<file path="src/rtl/rsmfl_pkg.sv">
`timescale 1ns / 1ps
`default_nettype none
// ---------------------------------------------------------------------------
// rsmfl_pkg: shared types and constants of the range sensor filter
// Microcode word layout, sequencer status, polynomial coefficient tables.
// ---------------------------------------------------------------------------
package rsmfl_pkg;

  localparam int WINDOW_DEF = 3;
  localparam int COUNT_W    = 16;
  localparam int DIST_W     = 32;
  localparam int ACC_W      = 64;
  localparam int PC_W       = 4;
  localparam int CFG_IDX_W  = 4;
  localparam int K_W        = 3;

  localparam logic [CFG_IDX_W-1:0] REG_LOW_BREAK  = 4'd0;
  localparam logic [CFG_IDX_W-1:0] REG_HIGH_BREAK = 4'd1;

  localparam logic [COUNT_W-1:0] LOW_BREAK_RST  = 16'd506;
  localparam logic [COUNT_W-1:0] HIGH_BREAK_RST = 16'd1253;

  // -1.0 cm in Q12, answered for a bad frame.
  localparam logic [DIST_W-1:0] BAD_DIST = 32'hFFFF_F000;

  typedef enum logic [3:0] {
    OP_NOP,
    OP_IDLE,
    OP_SCAN_INIT,
    OP_SCAN,
    OP_HOLD,
    OP_LOAD,
    OP_MUL_LO,
    OP_MUL_HI,
    OP_ADD,
    OP_ROUND,
    OP_OUT
  } op_t;

  typedef enum logic [2:0] {
    C_NEVER,
    C_ALWAYS,
    C_NO_ITEM,
    C_BAD,
    C_NOT_FULL,
    C_SCAN_MORE,
    C_MORE,
    C_OUT_BUSY
  } cond_t;

  typedef enum logic [1:0] {
    POLY_CUBIC,
    POLY_QUINTIC,
    POLY_QUAD
  } poly_t;

  typedef struct packed {
    op_t             op;
    cond_t           stall;
    cond_t           jump;
    logic [PC_W-1:0] tgt;
  } ctrl_t;

  typedef struct packed {
    logic no_item;
    logic bad;
    logic not_full;
    logic scan_more;
    logic more;
    logic out_busy;
  } stat_t;

  // Final rounding step of the exact scaled quotient: half up, then sign.
  function automatic logic signed [ACC_W-1:0] coef_round(logic [191:0] q, logic neg);
    logic [ACC_W-1:0] r;
    r = (q[ACC_W-1:0] + 64'd1) >> 1;
    return neg ? -$signed(r) : $signed(r);
  endfunction

  // Each coefficient is the decimal value at 2^(shift+1), rounded to 2^shift.
  localparam logic [191:0] CUB3_Q = (192'd12023716293 << 57) / 192'd100000000000000;
  localparam logic [191:0] CUB2_Q = (192'd17212411657 << 57) / 192'd100000000000;
  localparam logic [191:0] CUB1_Q = (192'd82796230077 << 41) / 192'd1000000000;
  localparam logic [191:0] CUB0_Q = (192'd13500 << 25);

  localparam logic [191:0] QNT5_Q =
    (192'd16303911361 << 85) / 192'd10000000000000000000000;
  localparam logic [191:0] QNT4_Q =
    (192'd79593173713 << 85) / 192'd10000000000000000000;
  localparam logic [191:0] QNT3_Q = (192'd15477757333 << 69) / 192'd1000000000000000;
  localparam logic [191:0] QNT2_Q = (192'd1505512676 << 53) / 192'd100000000000;
  localparam logic [191:0] QNT1_Q = (192'd74075664630 << 37) / 192'd10000000000;
  localparam logic [191:0] QNT0_Q = (192'd1530511 << 21) / 192'd1000;

  localparam logic [191:0] QUD2_Q = (192'd16913557022 << 61) / 192'd1000000000000000;
  localparam logic [191:0] QUD1_Q = (192'd39972587192 << 61) / 192'd1000000000000;
  localparam logic [191:0] QUD0_Q = (192'd34762 << 45) / 192'd10000;

  localparam logic signed [ACC_W-1:0] CUB3 = coef_round(CUB3_Q, 1'b1);
  localparam logic signed [ACC_W-1:0] CUB2 = coef_round(CUB2_Q, 1'b0);
  localparam logic signed [ACC_W-1:0] CUB1 = coef_round(CUB1_Q, 1'b1);
  localparam logic signed [ACC_W-1:0] CUB0 = coef_round(CUB0_Q, 1'b0);
  localparam logic signed [ACC_W-1:0] QNT5 = coef_round(QNT5_Q, 1'b1);
  localparam logic signed [ACC_W-1:0] QNT4 = coef_round(QNT4_Q, 1'b0);
  localparam logic signed [ACC_W-1:0] QNT3 = coef_round(QNT3_Q, 1'b1);
  localparam logic signed [ACC_W-1:0] QNT2 = coef_round(QNT2_Q, 1'b0);
  localparam logic signed [ACC_W-1:0] QNT1 = coef_round(QNT1_Q, 1'b1);
  localparam logic signed [ACC_W-1:0] QNT0 = coef_round(QNT0_Q, 1'b0);
  localparam logic signed [ACC_W-1:0] QUD2 = coef_round(QUD2_Q, 1'b1);
  localparam logic signed [ACC_W-1:0] QUD1 = coef_round(QUD1_Q, 1'b0);
  localparam logic signed [ACC_W-1:0] QUD0 = coef_round(QUD0_Q, 1'b1);

  function automatic logic [K_W-1:0] poly_degree(poly_t p);
    logic [K_W-1:0] d;
    d = 3'd3;
    unique case (p)
      POLY_CUBIC:   d = 3'd3;
      POLY_QUINTIC: d = 3'd5;
      POLY_QUAD:    d = 3'd2;
      default:      d = 3'd3;
    endcase
    return d;
  endfunction

  function automatic logic signed [ACC_W-1:0] coef(poly_t p, logic [K_W-1:0] k);
    logic signed [ACC_W-1:0] c;
    c = '0;
    unique case (p)
      POLY_CUBIC: begin
        unique case (k)
          3'd0:    c = CUB0;
          3'd1:    c = CUB1;
          3'd2:    c = CUB2;
          3'd3:    c = CUB3;
          default: c = '0;
        endcase
      end
      POLY_QUINTIC: begin
        unique case (k)
          3'd0:    c = QNT0;
          3'd1:    c = QNT1;
          3'd2:    c = QNT2;
          3'd3:    c = QNT3;
          3'd4:    c = QNT4;
          3'd5:    c = QNT5;
          default: c = '0;
        endcase
      end
      POLY_QUAD: begin
        unique case (k)
          3'd0:    c = QUD0;
          3'd1:    c = QUD1;
          3'd2:    c = QUD2;
          default: c = '0;
        endcase
      end
      default: c = '0;
    endcase
    return c;
  endfunction

endpackage
`default_nettype wire

</file>
<file path="src/rtl/rsmfl_useq.sv">
`timescale 1ns / 1ps
`default_nettype none
// ---------------------------------------------------------------------------
// rsmfl_useq: microcode sequencer
// Step counter and control store; each step may stall on a condition or
// jump on another one, otherwise it advances to the next step.
// ---------------------------------------------------------------------------
module rsmfl_useq (
  input  wire logic           clk,
  input  wire logic           rst_n,
  input  wire rsmfl_pkg::stat_t stat,
  output rsmfl_pkg::ctrl_t    ctrl
);

  localparam logic [rsmfl_pkg::PC_W-1:0] S_IDLE      = 4'd0;
  localparam logic [rsmfl_pkg::PC_W-1:0] S_CHECK     = 4'd1;
  localparam logic [rsmfl_pkg::PC_W-1:0] S_SCAN_INIT = 4'd2;
  localparam logic [rsmfl_pkg::PC_W-1:0] S_SCAN      = 4'd3;
  localparam logic [rsmfl_pkg::PC_W-1:0] S_HOLD      = 4'd4;
  localparam logic [rsmfl_pkg::PC_W-1:0] S_LOAD      = 4'd5;
  localparam logic [rsmfl_pkg::PC_W-1:0] S_MUL_LO    = 4'd6;
  localparam logic [rsmfl_pkg::PC_W-1:0] S_MUL_HI    = 4'd7;
  localparam logic [rsmfl_pkg::PC_W-1:0] S_ADD       = 4'd8;
  localparam logic [rsmfl_pkg::PC_W-1:0] S_ROUND     = 4'd9;
  localparam logic [rsmfl_pkg::PC_W-1:0] S_OUT       = 4'd10;

  function automatic rsmfl_pkg::ctrl_t word(rsmfl_pkg::op_t op, rsmfl_pkg::cond_t stall,
                                            rsmfl_pkg::cond_t jump,
                                            logic [rsmfl_pkg::PC_W-1:0] tgt);
    rsmfl_pkg::ctrl_t w;
    w.op    = op;
    w.stall = stall;
    w.jump  = jump;
    w.tgt   = tgt;
    return w;
  endfunction

  // Control store. Horner loop MUL_LO, MUL_HI, ADD, once per lower coefficient.
  function automatic rsmfl_pkg::ctrl_t program_word(logic [rsmfl_pkg::PC_W-1:0] pc);
    rsmfl_pkg::ctrl_t w;
    w = word(rsmfl_pkg::OP_NOP, rsmfl_pkg::C_NEVER, rsmfl_pkg::C_ALWAYS, S_IDLE);
    unique case (pc)
      S_IDLE:      w = word(rsmfl_pkg::OP_IDLE, rsmfl_pkg::C_NO_ITEM,
                            rsmfl_pkg::C_NEVER, S_IDLE);
      S_CHECK:     w = word(rsmfl_pkg::OP_NOP, rsmfl_pkg::C_NEVER,
                            rsmfl_pkg::C_BAD, S_OUT);
      S_SCAN_INIT: w = word(rsmfl_pkg::OP_SCAN_INIT, rsmfl_pkg::C_NEVER,
                            rsmfl_pkg::C_NOT_FULL, S_LOAD);
      S_SCAN:      w = word(rsmfl_pkg::OP_SCAN, rsmfl_pkg::C_SCAN_MORE,
                            rsmfl_pkg::C_NEVER, S_IDLE);
      S_HOLD:      w = word(rsmfl_pkg::OP_HOLD, rsmfl_pkg::C_NEVER,
                            rsmfl_pkg::C_NEVER, S_IDLE);
      S_LOAD:      w = word(rsmfl_pkg::OP_LOAD, rsmfl_pkg::C_NEVER,
                            rsmfl_pkg::C_NEVER, S_IDLE);
      S_MUL_LO:    w = word(rsmfl_pkg::OP_MUL_LO, rsmfl_pkg::C_NEVER,
                            rsmfl_pkg::C_NEVER, S_IDLE);
      S_MUL_HI:    w = word(rsmfl_pkg::OP_MUL_HI, rsmfl_pkg::C_NEVER,
                            rsmfl_pkg::C_NEVER, S_IDLE);
      S_ADD:       w = word(rsmfl_pkg::OP_ADD, rsmfl_pkg::C_NEVER,
                            rsmfl_pkg::C_MORE, S_MUL_LO);
      S_ROUND:     w = word(rsmfl_pkg::OP_ROUND, rsmfl_pkg::C_NEVER,
                            rsmfl_pkg::C_NEVER, S_IDLE);
      S_OUT:       w = word(rsmfl_pkg::OP_OUT, rsmfl_pkg::C_OUT_BUSY,
                            rsmfl_pkg::C_ALWAYS, S_IDLE);
      default:     w = word(rsmfl_pkg::OP_NOP, rsmfl_pkg::C_NEVER,
                            rsmfl_pkg::C_ALWAYS, S_IDLE);
    endcase
    return w;
  endfunction

  function automatic logic test(rsmfl_pkg::cond_t c, rsmfl_pkg::stat_t s);
    logic t;
    t = 1'b0;
    unique case (c)
      rsmfl_pkg::C_NEVER:     t = 1'b0;
      rsmfl_pkg::C_ALWAYS:    t = 1'b1;
      rsmfl_pkg::C_NO_ITEM:   t = s.no_item;
      rsmfl_pkg::C_BAD:       t = s.bad;
      rsmfl_pkg::C_NOT_FULL:  t = s.not_full;
      rsmfl_pkg::C_SCAN_MORE: t = s.scan_more;
      rsmfl_pkg::C_MORE:      t = s.more;
      rsmfl_pkg::C_OUT_BUSY:  t = s.out_busy;
      default:                t = 1'b0;
    endcase
    return t;
  endfunction

  logic [rsmfl_pkg::PC_W-1:0] pc_r;
  logic [rsmfl_pkg::PC_W-1:0] pc_nxt;

  assign ctrl = program_word(pc_r);

  always_comb begin
    priority if (test(ctrl.stall, stat)) begin
      pc_nxt = pc_r;
    end else if (test(ctrl.jump, stat)) begin
      pc_nxt = ctrl.tgt;
    end else begin
      pc_nxt = pc_r + 4'd1;
    end
  end

  always_ff @(posedge clk) begin
    if (!rst_n) begin
      pc_r <= S_IDLE;
    end else begin
      pc_r <= pc_nxt;
    end
  end

endmodule
`default_nettype wire

</file>
<file path="src/rtl/rsmfl_dp.sv">
`timescale 1ns / 1ps
`default_nettype none
// ---------------------------------------------------------------------------
// rsmfl_dp: filter and polynomial datapath
// Sample ring with max scan, break registers, one shared 32x16 multiplier,
// 64-bit Horner accumulator, rounding, saturation and the output register.
// ---------------------------------------------------------------------------
module rsmfl_dp #(
  parameter int WINDOW = rsmfl_pkg::WINDOW_DEF
) (
  input  wire logic                              clk,
  input  wire logic                              rst_n,
  input  wire rsmfl_pkg::ctrl_t                  ctrl,
  output rsmfl_pkg::stat_t                       stat,
  input  wire logic                              cfg_valid,
  output wire logic                              cfg_ready,
  input  wire logic [rsmfl_pkg::CFG_IDX_W-1:0]   cfg_index,
  input  wire logic [rsmfl_pkg::COUNT_W-1:0]     cfg_data,
  input  wire logic                              in_valid,
  output wire logic                              in_ready,
  input  wire logic [rsmfl_pkg::COUNT_W-1:0]     in_raw_count,
  input  wire logic                              in_frame_ok,
  output wire logic                              out_valid,
  input  wire logic                              out_ready,
  output wire logic signed [rsmfl_pkg::DIST_W-1:0] out_distance_cm,
  output wire logic [rsmfl_pkg::COUNT_W-1:0]     out_filtered_count
);

  localparam int SLOT_W = $clog2(WINDOW);
  localparam int FILL_W = $clog2(WINDOW + 1);
  localparam logic [SLOT_W-1:0] LAST_SLOT = SLOT_W'(WINDOW - 1);
  localparam logic [FILL_W-1:0] FULL      = FILL_W'(WINDOW);

  logic [rsmfl_pkg::COUNT_W-1:0] low_break_r, low_break_nxt;
  logic [rsmfl_pkg::COUNT_W-1:0] high_break_r, high_break_nxt;
  logic [rsmfl_pkg::COUNT_W-1:0] ring_r [WINDOW];
  logic [SLOT_W-1:0]             slot_r, slot_nxt;
  logic [FILL_W-1:0]             fill_r, fill_nxt;
  logic [rsmfl_pkg::COUNT_W-1:0] held_max_r, held_max_nxt;
  logic                          out_valid_r, out_valid_nxt;

  logic                          bad_r, bad_nxt;
  logic [SLOT_W-1:0]             scan_idx_r, scan_idx_nxt;
  logic [rsmfl_pkg::COUNT_W-1:0] scan_max_r, scan_max_nxt;
  rsmfl_pkg::poly_t              poly_r, poly_nxt;
  logic [rsmfl_pkg::K_W-1:0]     k_r, k_nxt;
  logic signed [rsmfl_pkg::ACC_W-1:0] acc_r, acc_nxt;
  logic [rsmfl_pkg::ACC_W-1:0]   prod_r, prod_nxt;
  logic [rsmfl_pkg::DIST_W-1:0]  out_dist_r, out_dist_nxt;
  logic [rsmfl_pkg::COUNT_W-1:0] out_filt_r, out_filt_nxt;

  logic                          accept;
  logic                          cfg_write;
  logic                          out_busy;
  rsmfl_pkg::poly_t              poly_sel;
  logic [rsmfl_pkg::K_W-1:0]     deg_sel;
  logic [31:0]                   mul_a;
  logic [47:0]                   mul_p;
  logic signed [rsmfl_pkg::ACC_W-1:0] coef_k;
  logic signed [rsmfl_pkg::ACC_W-1:0] sum;
  logic [rsmfl_pkg::DIST_W-1:0]  dist_sat;
  logic [rsmfl_pkg::COUNT_W-1:0] ring_rd;

  assign in_ready  = (ctrl.op == rsmfl_pkg::OP_IDLE);
  assign accept    = in_valid & in_ready;
  assign cfg_ready = 1'b1;
  assign cfg_write = cfg_valid & cfg_ready;
  assign out_busy  = out_valid_r & ~out_ready;

  assign out_valid          = out_valid_r;
  assign out_distance_cm    = $signed(out_dist_r);
  assign out_filtered_count = out_filt_r;

  assign stat.no_item   = ~in_valid;
  assign stat.bad       = bad_r;
  assign stat.not_full  = (fill_r != FULL);
  assign stat.scan_more = (scan_idx_r != LAST_SLOT);
  assign stat.more      = (k_r != '0);
  assign stat.out_busy  = out_busy;

  assign ring_rd = ring_r[scan_idx_r];

  // Branch choice: the cubic test wins over the quadratic test.
  always_comb begin
    priority if (held_max_r < low_break_r) begin
      poly_sel = rsmfl_pkg::POLY_CUBIC;
    end else if (held_max_r > high_break_r) begin
      poly_sel = rsmfl_pkg::POLY_QUAD;
    end else begin
      poly_sel = rsmfl_pkg::POLY_QUINTIC;
    end
  end

  assign deg_sel = rsmfl_pkg::poly_degree(poly_sel);

  // acc * f modulo 2^64 in two passes: low word, then low half of high word * f.
  assign mul_a  = (ctrl.op == rsmfl_pkg::OP_MUL_HI) ? acc_r[63:32] : acc_r[31:0];
  assign mul_p  = {16'd0, mul_a} * {32'd0, held_max_r};
  assign coef_k = rsmfl_pkg::coef(poly_r, k_r);
  assign sum    = $signed(prod_r) + coef_k;

  always_comb begin
    priority if (acc_r > 64'sd2147483647) begin
      dist_sat = 32'h7FFF_FFFF;
    end else if (acc_r < -64'sd2147483648) begin
      dist_sat = 32'h8000_0000;
    end else begin
      dist_sat = acc_r[31:0];
    end
  end

  always_comb begin
    low_break_nxt  = low_break_r;
    high_break_nxt = high_break_r;
    if (cfg_write) begin
      if (cfg_index == rsmfl_pkg::REG_LOW_BREAK) begin
        low_break_nxt = cfg_data;
      end
      if (cfg_index == rsmfl_pkg::REG_HIGH_BREAK) begin
        high_break_nxt = cfg_data;
      end
    end
  end

  always_comb begin
    slot_nxt      = slot_r;
    fill_nxt      = fill_r;
    held_max_nxt  = held_max_r;
    bad_nxt       = bad_r;
    scan_idx_nxt  = scan_idx_r;
    scan_max_nxt  = scan_max_r;
    poly_nxt      = poly_r;
    k_nxt         = k_r;
    acc_nxt       = acc_r;
    prod_nxt      = prod_r;
    out_dist_nxt  = out_dist_r;
    out_filt_nxt  = out_filt_r;
    out_valid_nxt = out_valid_r & ~out_ready;
    unique case (ctrl.op)
      rsmfl_pkg::OP_IDLE: begin
        if (accept) begin
          bad_nxt = ~in_frame_ok;
          if (in_frame_ok) begin
            slot_nxt = (slot_r == LAST_SLOT) ? '0 : slot_r + 1'b1;
            if (fill_r != FULL) begin
              fill_nxt = fill_r + 1'b1;
            end
          end
        end
      end
      rsmfl_pkg::OP_SCAN_INIT: begin
        scan_idx_nxt = '0;
        scan_max_nxt = '0;
      end
      rsmfl_pkg::OP_SCAN: begin
        if (ring_rd > scan_max_r) begin
          scan_max_nxt = ring_rd;
        end
        if (scan_idx_r != LAST_SLOT) begin
          scan_idx_nxt = scan_idx_r + 1'b1;
        end
      end
      rsmfl_pkg::OP_HOLD: begin
        held_max_nxt = scan_max_r;
      end
      rsmfl_pkg::OP_LOAD: begin
        poly_nxt = poly_sel;
        acc_nxt  = rsmfl_pkg::coef(poly_sel, deg_sel);
        k_nxt    = deg_sel - 3'd1;
      end
      rsmfl_pkg::OP_MUL_LO: begin
        prod_nxt = {16'd0, mul_p};
      end
      rsmfl_pkg::OP_MUL_HI: begin
        prod_nxt = prod_r + {mul_p[31:0], 32'd0};
      end
      rsmfl_pkg::OP_ADD: begin
        if (k_r != '0) begin
          acc_nxt = sum >>> 16;
          k_nxt   = k_r - 3'd1;
        end else begin
          acc_nxt = sum;
        end
      end
      rsmfl_pkg::OP_ROUND: begin
        // Back to Q12, rounding half up; the shift depends on the branch scale.
        unique case (poly_r)
          rsmfl_pkg::POLY_CUBIC:   acc_nxt = (acc_r + 64'sd2048) >>> 12;
          rsmfl_pkg::POLY_QUINTIC: acc_nxt = (acc_r + 64'sd128) >>> 8;
          rsmfl_pkg::POLY_QUAD:    acc_nxt = (acc_r + 64'sd2147483648) >>> 32;
          default:                 acc_nxt = acc_r;
        endcase
      end
      rsmfl_pkg::OP_OUT: begin
        if (!out_busy) begin
          out_valid_nxt = 1'b1;
          out_dist_nxt  = bad_r ? rsmfl_pkg::BAD_DIST : dist_sat;
          out_filt_nxt  = held_max_r;
        end
      end
      default: begin
      end
    endcase
  end

  always_ff @(posedge clk) begin
    if (!rst_n) begin
      low_break_r  <= rsmfl_pkg::LOW_BREAK_RST;
      high_break_r <= rsmfl_pkg::HIGH_BREAK_RST;
      slot_r       <= '0;
      fill_r       <= '0;
      held_max_r   <= '0;
      out_valid_r  <= 1'b0;
    end else begin
      low_break_r  <= low_break_nxt;
      high_break_r <= high_break_nxt;
      slot_r       <= slot_nxt;
      fill_r       <= fill_nxt;
      held_max_r   <= held_max_nxt;
      out_valid_r  <= out_valid_nxt;
    end
  end

  // The ring is only scanned once every slot has been written.
  always_ff @(posedge clk) begin
    if (accept && in_frame_ok) begin
      ring_r[slot_r] <= in_raw_count;
    end
    bad_r      <= bad_nxt;
    scan_idx_r <= scan_idx_nxt;
    scan_max_r <= scan_max_nxt;
    poly_r     <= poly_nxt;
    k_r        <= k_nxt;
    acc_r      <= acc_nxt;
    prod_r     <= prod_nxt;
    out_dist_r <= out_dist_nxt;
    out_filt_r <= out_filt_nxt;
  end

endmodule
`default_nettype wire

</file>
<file path="src/rtl/range_sensor_max_filter_linearizer.sv">
`timescale 1ns / 1ps
`default_nettype none
// ---------------------------------------------------------------------------
// range_sensor_max_filter_linearizer: max filter and count-to-cm conversion
// Each input transfer carries one sensor count and a frame-ok flag; each
// yields one output transfer with the distance (signed Q12 cm) and the
// filtered count. Valid counts enter a WINDOW-deep ring; once it is full the
// filtered count is the ring maximum, found by a scan of one slot per cycle.
// The distance comes from a piecewise polynomial evaluated by Horner's rule
// on one 32x16 multiplier, with low-word and high-word multiplies and an add per
// coefficient, under a microcode sequencer. A bad frame answers -1 cm. The
// ring is scanned only when it is full; the polynomial is cubic, quintic or
// quadratic (degree 3, 5 or 2). The next item is taken once the result is
// registered and the sequencer is back in its idle step. A stalled receiver
// holds the result in the output register and the sequencer waits on its
// final step. Reset clears the ring pointer and fill count, the filtered
// count and the output valid flag, and loads the break registers with 506
// and 1253. The configuration port is always ready and is to be written
// only while the block is idle, which the block itself does not enforce.
// ---------------------------------------------------------------------------
module range_sensor_max_filter_linearizer #(
  parameter int WINDOW = rsmfl_pkg::WINDOW_DEF
) (
  input  wire logic                                clk,
  input  wire logic                                rst_n,
  input  wire logic                                cfg_valid,
  output wire logic                                cfg_ready,
  input  wire logic [rsmfl_pkg::CFG_IDX_W-1:0]     cfg_index,
  input  wire logic [rsmfl_pkg::COUNT_W-1:0]       cfg_data,
  input  wire logic                                in_valid,
  output wire logic                                in_ready,
  input  wire logic [rsmfl_pkg::COUNT_W-1:0]       in_raw_count,
  input  wire logic                                in_frame_ok,
  output wire logic                                out_valid,
  input  wire logic                                out_ready,
  output wire logic signed [rsmfl_pkg::DIST_W-1:0] out_distance_cm,
  output wire logic [rsmfl_pkg::COUNT_W-1:0]       out_filtered_count
);

  rsmfl_pkg::ctrl_t ctrl;
  rsmfl_pkg::stat_t stat;

  rsmfl_useq u_useq (
    .clk   (clk),
    .rst_n (rst_n),
    .stat  (stat),
    .ctrl  (ctrl)
  );

  rsmfl_dp #(
    .WINDOW (WINDOW)
  ) u_dp (
    .clk                (clk),
    .rst_n              (rst_n),
    .ctrl               (ctrl),
    .stat               (stat),
    .cfg_valid          (cfg_valid),
    .cfg_ready          (cfg_ready),
    .cfg_index          (cfg_index),
    .cfg_data           (cfg_data),
    .in_valid           (in_valid),
    .in_ready           (in_ready),
    .in_raw_count       (in_raw_count),
    .in_frame_ok        (in_frame_ok),
    .out_valid          (out_valid),
    .out_ready          (out_ready),
    .out_distance_cm    (out_distance_cm),
    .out_filtered_count (out_filtered_count)
  );

endmodule
`default_nettype wire

</file>
<file path="config.mk">
export PLATFORM = sky130hd
export DESIGN_NAME = range_sensor_max_filter_linearizer
export DESIGN_NICKNAME = d
export VERILOG_FILES = /design/src/rtl/rsmfl_pkg.sv /design/src/rtl/rsmfl_useq.sv /design/src/rtl/rsmfl_dp.sv /design/src/rtl/range_sensor_max_filter_linearizer.sv
export SDC_FILE = /design/constraint.sdc
export NUM_CORES = 2
export LEC_CHECK = 0
export ABC_CLOCK_PERIOD_IN_PS = 21000
export CAP_MARGIN = 10
export CORE_MARGIN = 2
export CORE_UTILIZATION = 55
export CTS_CLUSTER_DIAMETER = 80
export DETAILED_ROUTE_END_ITERATION = 7
export DONT_BUFFER_PORTS = 1
export GPL_TIMING_DRIVEN = 0
export PLACE_DENSITY_LB_ADDON = 0.3
export SYNTH_ARGS = -nofsm -noshare
export SYNTH_HDL_FRONTEND = slang
export SYNTH_HIERARCHICAL = 1
export SYNTH_SLANG_ARGS = --single-unit
</file>
<file path="constraint.sdc">
create_clock -name clk -period 21 [get_ports clk]
set_input_delay 2.1 -clock clk [delete_from_list [all_inputs] [get_ports clk]]
set_output_delay 2.1 -clock clk [all_outputs]
set_load 0.01 [all_outputs]
</file>
==> impl_metrics.yaml <==
status:
  outcome: "complete, no violations"
power:
  ir_drop_v: 0.0000756
  powerDensity_nw_per_um2: 114
  leakagePower_nw: 18.7
  p_total_mw: 4.90
critical_path:
  cp-startpoint: "u_useq/ctrl[12]$_SDFF_PP0_"
  reg2reg_depth: 33
  endpoint: "u_dp/prod_r[63]$_SDFFCE_PP0P_"
  cp_slowest_cell: "a2111oi_1"
  cp_common_cell: "fa_1"
  crit_fanout: 10
  critPathCaptureType: "register"
  rr_startpoint: "u_useq/ctrl[12]$_SDFF_PP0_"
  start_kind: "register"
  rrSetupSlack_ns: 8.81
  critical_path_class: "reg2reg"
  crit_required_ns: 21.30
  critPathMaxStageDelay_ns: 1.07
  reg2reg_to: "u_dp/prod_r[63]$_SDFFCE_PP0P_"
  worstPathArrival_ns: 12.48
final_layout:
  drive_above_1_share_pct: 3.57
  nets: 5503
  final_cell_area_um2: 43200
  multi_input_comb_area_um2: 28400
  syn_to_final_growth_pct: 6.73
  seq_area_um2: 8850
  nFillCells: 6560
detailed_routing:
  vias: 36200
  wl_per_cell_um: 26.1
  first_pass_iters: 6
  dr.first_iter.drc_count: 4431
  drt_wl_total_um: 150000
  vias_per_cell: 6.28
  drc: 0
  route.antenna.remaining_nets: 0
sta:
  final_hold_viol_count: 0
  whs_ns: 0.444
  fin_crit_ns: 12.19
  timing.fmax_mhz: 82.0
  drv_slew: 0
  max_slew_margin_pct: 14.3
  fin_skew_ns: 0.0232
  tightest_slew_ns: 1.28
  final-setup-viol-count: 0
  rsz0062_at_grt: "no"
  setup_ws_ns: 8.81
  period_share_pct: 58.0
  tns_ns: 0
yosys:
  syn_area_per_cell_um2: 8.59
  yosys_warnings: 6
  syn_inst: 4707
  synth_nets: 5454
  synth_area_um2: 40500
global_route:
  grt_usage_pct: 39.9
  grt_first_pass_wirelength_um: 223000
  grt_max_degree: 33
  antenna_found_initial: 6
  overflow: 0
  grt_pass1_vias: 35600
clock_network:
  tritoncts: "yes"
  cts_setup_buffers: 0
  path_clk_slew_ns: 0.06
  cts_buffers: 39
  clock-sinks: 318
  ctsResizeCount: 0
  cts_hold_buf: 0
  root_buffer: "clkbuf_16"
  cts_buffer_depth: 3
  insertion_delay_ns: 0.60
  cts-htree-levels: 2
placed_design:
  io_buffers: 0
  placed_area_um2: 41800
  gp_congestion: 1.05
  place_ws_ns: 9.33
  dp_hpwl_um: 119000
die:
  fp.dieArea_um2: 75700
  die_w_um: 275
  die_h_um: 275
  design.core.area_um2: 72800
  initial_utilization_pct: 55.5
  num_io_pins: 93
  rows: 99
hold_path:
  min_path_type: "reg2reg"
run:
  maxCapViolations: 0
## stage by stage
step           instances  util, %
2_1_floorplan       4707        -
3_3_place_gp        5666     57.2
3_5_place_dp        5674     57.5
4_1_cts             5744     59.3
5_1_grt             5746     59.3
6_report            5753     59.3
## cells in the final DEF, fill, tap and decap left out, types with 24 or more instances in the layout
master,n
ha_1,285
nor2_1,193
and2_1,240
a221oi_1,24
a21boi_0,41
inv_1,566
nand4_1,67
dfxtp_1,70
mux2i_1,33
and3_1,24
a21o_1,88
o211ai_1,41
edfxtp_1,248
nand3_1,63
nor2b_1,53
o21a_1,31
o21bai_1,35
fa_1,420
nor3_1,55
a211oi_1,30
nand2b_1,37
buf_2,29
xor2_1,115
clkbuf_16,39
nand2_1,788
a21oi_1,251
clkbuf_1,238
xnor2_1,140
o21ai_0,151
a31oi_1,41
o21ai_1,31
o221ai_1,27
## metal layers
layer	global-route usage (%)	vias to the layer above	routed length [um]
met2	59.9	2235	64900
li1	-	15800	-
met4	20.0	4	9030
met3	10.6	525	18800
met5	0	-	27
met1	53.4	17600	57500
## power breakdown
part	leakage [nW]	total (mW)	switching (mW)	internal (mW)
Sequential	2.78	0.893	0.0754	0.818
Combinational	15.3	3.32	2.24	1.08
Clock	0.618	0.687	0.298	0.389
Total	18.7	4.90	2.61	2.29
## how the worst min path moves through the flow
stage                                    start                                    to  slack, ns  cells past startpoint
6_report       u_dp/held_max_r[0]$_SDFFE_PN0N_  u_dp/out_filtered_count[0]$_DFFE_PP_       0.44                      0
5_1_grt        u_dp/held_max_r[0]$_SDFFE_PN0N_  u_dp/out_filtered_count[0]$_DFFE_PP_       0.44                      0
4_1_cts        u_dp/held_max_r[0]$_SDFFE_PN0N_  u_dp/out_filtered_count[0]$_DFFE_PP_       0.44                      0
3_5_place_dp   u_dp/held_max_r[0]$_SDFFE_PN0N_  u_dp/out_filtered_count[0]$_DFFE_PP_       0.43                      0
3_3_place_gp   u_dp/held_max_r[0]$_SDFFE_PN0N_  u_dp/out_filtered_count[0]$_DFFE_PP_       0.41                      0
2_1_floorplan  u_dp/held_max_r[0]$_SDFFE_PN0N_  u_dp/out_filtered_count[0]$_DFFE_PP_       0.41                      0
## sequential cells by signal, summed over array words and instances (netlist names), 16 cells and up, named ones only
name,flops
u_dp/low_break_r,16
u_dp/out_distance_cm,32
u_dp/ring_r,48
u_dp/held_max_r,16
u_dp/acc_r,64
u_dp/out_filtered_count,16
u_dp/high_break_r,16
u_dp/scan_max_r,16
u_dp/prod_r,64
## final cells by class
class | count | area share, %
buffer | 281 | 2.59
tap | 959 | 2.78
clock inverter | 26 | 0.730
multi-input combinational | 3541 | 65.8
antenna | 9 | 0.0522
clock buffer | 44 | 2.30
inverter | 567 | 4.93
sequential | 318 | 20.5
timing repair buffer | 8 | 0.316
## worst max-delay path: cells and delay by family (launching register included)
kind / cells / cell delay, ns
AOI/OAI and AO/OA: 6 / 2.09
xor gates and xnor gates: 1 / 0.66
adders and majority gates: 8 / 4.02
buffers and inverters: 7 / 2.00
DFF: 1 / 0.43
and+or+nand+nor: 11 / 2.67
Power figures use the tool's default switching activity.
